File: src/crpb_pkg.sv
// ----------------------------------------------------------------------------
// crpb_pkg
// shared types and constants of the credit ring playback buffer
// ----------------------------------------------------------------------------
package crpb_pkg;

  localparam int RING_BYTES_DEF  = 16384;
  localparam int CHUNK_BYTES_DEF = 1024;

  localparam int CNT_W    = 24;
  localparam int CIDX_W   = 14;
  localparam int CLEN_W   = 15;
  localparam int PRE_W    = 15;
  localparam int KIND_W   = 3;
  localparam int STAT_W   = 3;
  localparam int BYTE_W   = 8;

  localparam logic [PRE_W-1:0] PRE_RESET = PRE_W'(8192);

  localparam int OQ_DEPTH = 3;
  localparam int OQ_PTR_W = 2;

  typedef enum logic [KIND_W-1:0] {
    K_BEGIN  = 3'd0,
    K_HEADER = 3'd1,
    K_DATA   = 3'd2,
    K_TAKE   = 3'd3,
    K_TICK   = 3'd4,
    K_FINISH = 3'd5,
    K_ABORT  = 3'd6
  } kind_t;

  typedef enum logic [STAT_W-1:0] {
    ST_OK       = 3'd0,
    ST_ZERO_LEN = 3'd1,
    ST_ORDER    = 3'd2,
    ST_OVERFLOW = 3'd3,
    ST_INACTIVE = 3'd4,
    ST_EMPTY    = 3'd5
  } status_t;

  typedef struct packed {
    status_t             status;
    logic                byte_valid;
    logic [BYTE_W-1:0]   speaker_byte;
    logic                grant_valid;
    logic [CIDX_W-1:0]   grant_index;
    logic                open_speaker;
    logic                close_speaker;
    logic                done_valid;
    logic                done_success;
  } res_t;

endpackage

File: src/crpb_out_fifo.sv
// ----------------------------------------------------------------------------
// crpb_out_fifo
// small result queue that decouples the output stall from the input side
// ----------------------------------------------------------------------------
module crpb_out_fifo
  import crpb_pkg::*;
(
  input  logic clk,
  input  logic rst,
  input  logic push,
  input  res_t push_res,
  input  logic pending,
  output logic full,
  output logic out_valid,
  input  logic out_stall,
  output res_t out_res
);

  res_t                mem [OQ_DEPTH];
  logic [OQ_PTR_W-1:0] wp;
  logic [OQ_PTR_W-1:0] rp;
  logic [OQ_PTR_W-1:0] cnt;
  logic [OQ_PTR_W-1:0] cnt_next;
  logic                pop;

  assign out_valid = (cnt != '0);
  assign out_res   = mem[rp];
  assign pop       = out_valid && !out_stall;
  assign full      = (3'(cnt) + 3'(pending)) >= 3'(OQ_DEPTH);

  always_comb begin
    cnt_next = cnt;
    if (push && !pop) begin
      cnt_next = cnt + OQ_PTR_W'(1);
    end else if (pop && !push) begin
      cnt_next = cnt - OQ_PTR_W'(1);
    end
  end

  always_ff @(posedge clk) begin
    if (rst) begin
      wp  <= '0;
      rp  <= '0;
      cnt <= '0;
    end else begin
      cnt <= cnt_next;
      if (push) begin
        wp <= (wp == OQ_PTR_W'(OQ_DEPTH - 1)) ? '0 : wp + OQ_PTR_W'(1);
      end
      if (pop) begin
        rp <= (rp == OQ_PTR_W'(OQ_DEPTH - 1)) ? '0 : rp + OQ_PTR_W'(1);
      end
    end
  end

  always_ff @(posedge clk) begin
    if (push) begin
      mem[wp] <= push_res;
    end
  end

endmodule

File: config.mk
export PLATFORM = sky130hd
export DESIGN_NAME = crpb_out_fifo
export DESIGN_NICKNAME = d
export VERILOG_FILES = /design/src/crpb_pkg.sv /design/src/crpb_out_fifo.sv
export SDC_FILE = /design/constraint.sdc
export NUM_CORES = 1
export LEC_CHECK = 0
export ABC_AREA = 0
export BUFFER_PORTS_ARGS = -buffer_cell sky130_fd_sc_hd__buf_2
export CELL_PAD_IN_SITES_DETAIL_PLACEMENT = 2
export CELL_PAD_IN_SITES_GLOBAL_PLACEMENT = 2
export CORE_MARGIN = 4
export CORE_UTILIZATION = 25
export CTS_CLUSTER_SIZE = 8
export DETAILED_ROUTE_END_ITERATION = 10
export PLACE_DENSITY = 0.56
export SLEW_MARGIN = 10
export SYNTH_ARGS = -nofsm -noshare
export SYNTH_HDL_FRONTEND = slang
export SYNTH_SLANG_ARGS = --single-unit
File: constraint.sdc
create_clock -name clk -period 3.6 [get_ports clk]
set_clock_uncertainty 0.05 [all_clocks]
set_input_delay 0.18 -clock clk [delete_from_list [all_inputs] [get_ports clk]]
set_output_delay 0.18 -clock clk [all_outputs]
set_load 0.01 [all_outputs]
==> metrics.md <==
| Metric | Value |
|---|---|
| Post-route core utilization | 33.8% |
| Final Hold Vio Count | 0 |
| Via Count | 2,241 |
| Cell Count Post-Placement | 475 |
| Clk Latency, worst-skew pair | 340 ps |
| Pre-CTS setup slack | 1690 ps |
| Post-Synth Simple-Gate Area | 4.83% |
| # diodes | 0 |
| Clock Tree Root | clkbuf_16 |
| HP Class | input port to flop |
| Ys Warns | 0 |
| Max-slew headroom | 30.3% |
| Yosys cell types | 22 |
| Synth area leaders | edfxtp_1, mux2i_1, dfxtp_1 |
| Worst R2R Setup Slack | 1780 ps |
| Worst Path Required | 3370 ps |
| Multiplexer share of the synthesized area | 8.77% |
| Remaining antenna violation count | 0 |
| Most common cell after layout, fill and taps aside | edfxtp_1 |
| Cell Area, Synth | 3780 sq um |
| DRT Pass-1 Iters | 4 |
| Sequential power share | 48.3% |
| Most frequent cells in the layout | edfxtp_1, buf_2, nand2_1 |
| Min cycle time layout | 2160 ps |
| Mapped Cells | 233 |
| Clock buffer depth | 2 |
| FP Rows | 44 |
| Sequential element share of the synthesized area | 78.1% |
| WS Path Type | flop to output pin |
| DRC | 0 |
| Area growth, synth to finish | 30.8% |
| Compound-Gate Fraction of Synth Area | 5.23% |
| Internal | 2.28 mW |
| Clock share of power | 35.1% |
| Top cell type's share of synthesized area | 73.9% |
| Post-synthesis adder-cell area fraction | 0.993% |
| Average via count per standard cell | 4.33 |
| Hold path cells | 1 |
| Crit path capture type | output pin |
| Leakage | 1.72 nW |
| DR WL/cell | 15.9 um |
| Least-Margin Pin Slew | 1040 ps |
| Hpwl dp | 5020 um |
| Post-CTS Setup Repair Bufs | 0 |
| Initial DRC count | 93 |
| Setup TNS | 0 ps |
| Largest family of logic cells by synthesized area | multiplexers |
| Initial Util | 25.8% |
| Switching power | 0.759 mW |
| PnR worst setup slack | 1440 ps |
| Syn nets | 272 |
| Combinational power share | 16.6% |
| Total clock sinks | 101 |
| Status | completed |
| Top cell type by total area after synthesis | edfxtp_1 |
| CORE AREA | 14,600 sq um |
| GRT Resource Usage Total | 10.2% |
| Crit path DAT | 1930 ps |
| Fin. max-slew vios | 0 |
| CTS resizes | 0 |
| Worst reg2reg path depth | 2 |
| Initial antenna violation count | 0 |
| Layout cells sized above 1 | 26.9% |
| RSZ-0062 raised after global routing | false |
| First-pass GRT wire length | 12,900 um |
| Vias in the first global route | 2,436 |
| Die ar. | 17,100 sq um |
| Finish-stage setup viols | 0 |
| Power Dens Cells | 615 nW/um^2 |
| Max Cap Violations | 0 |
| Largest net degree at the start of global routing | 63 |
| Die W | 131 um |
| Fmax | 462 MHz |
| Grt ovf | 0 |
| Synth Area in XOR/XNOR | 0.464% |
| Switching part of the total | 24.9% |
| Fin crit share | 60.1% |
| Worst VDD drop | 175 uV |
| Mean Syn Cell Area | 16.2 sq um |
| Routability-driven placement congestion ratio | 0.661 |
| Drt total wl | 8230 um |
| Fin cells | 518 |
| Clock-pin slew on the worst setup and hold paths | 60 ps |
| Clock buffer count from CTS | 9 |
| Die H | 131 um |
| Final instance area | 4940 sq um |
| Flops & latches, synth | 101 |
| Number of I/O port buffers | 68 |
| IO Count | 69 |
| Crit Path Max Fanout | 31 |
| Fin nets | 370 |
| Placed Area | 4320 sq um |
| Htree depth | 3 |
| CP startpoint kind | flop |
| CTS tree | done |
[per-layer routing]
metal / global-route usage, % / routed length, um
met1: 11.6 / 3390
met2: 18.2 / 4410
met3: 2.11 / 270
met4: 4.90 / 159
met5: 0 / 0
[cell families (layout without fill, tap and decap cells)]
| kind of cell | after synthesis | in the layout |
|---|---|---|
| xor gates and xnor gates | 2 | 2 |
| and+or+nand+nor | 45 | 45 |
| AOI/OAI and AO/OA | 37 | 37 |
| muxes | 33 | 33 |
| buffers and inverters | 12 | 113 |
| DFF | 101 | 101 |
| adders and majority gates | 3 | 3 |
[cell usage after synthesis (all sizes together)]
| cell | number |
|---|---|
| a21o | 1 |
| a21oi | 3 |
| buf | 5 |
| clkbuf | 6 |
| dfxtp | 8 |
| edfxtp | 93 |
| ha | 3 |
| inv | 1 |
| mux2 | 1 |
| mux2i | 32 |
| nand2 | 34 |
| nor2 | 6 |
| nor2b | 1 |
| nor3b | 1 |
| o21ai | 32 |
| o21bai | 1 |
| or2 | 1 |
| or3 | 2 |
| xor2 | 2 |
[path summary, 6_finish.rpt]
path | start | to
max | flop | out_res[7]
max reg2reg | wp[1] | mem[2][2]
min | push_res[6] | mem[1][6]
min reg2reg | rp[0] | flop
[final cells by class]
cell class	count	area, sq um
repair buffers	98	638
inverters	1	3.75
flip-flops and latches	101	2960
well taps	184	230
clock buffers	9	225
clock inverters	5	101
fillers	1503	9700
multi-input cells	120	787
[power by group through the flow]
| stage | logic (mW) | registers (mW) | clock network, mW |
|---|---|---|---|
| 2_1_floorplan | 0.374 | 1.41 | 0 |
| 3_3_place_gp | 0.489 | 1.50 | 0 |
| 3_5_place_dp | 0.499 | 1.50 | 0 |
| 4_1_cts | 0.524 | 1.48 | 1.11 |
| 5_1_grt | 0.570 | 1.49 | 1.16 |
| 6_report | 0.505 | 1.47 | 1.07 |
[what timing repair did]
action	4_1_cts	5_1_grt
endpoints found under the setup margin	0	0
hold buffers	28	1
endpoints found under the hold margin	80	3
[stage by stage]
step / hold slack, ps / power (mW)
after CTS: 0.138 / 3.11
after floorplan: 197 / 1.78
after detailed placement: 338 / 2.00
final: 22.4 / 3.04
after global routing: 4.12 / 3.22
after global placement: 337 / 1.99
[state kept, by name, indices dropped and copies added, names as in the netlist, named ones only]
signal	cells
cnt	2
mem	93
rp	2
wp	2
[critical path, stage by stage (launching register included)]
cell and delay [ps]:
dfxtp_2 1010, mux2i_1 320, o21ai_1 90, buf_2 170
No activity file was read; power rests on OpenSTA's default activity.
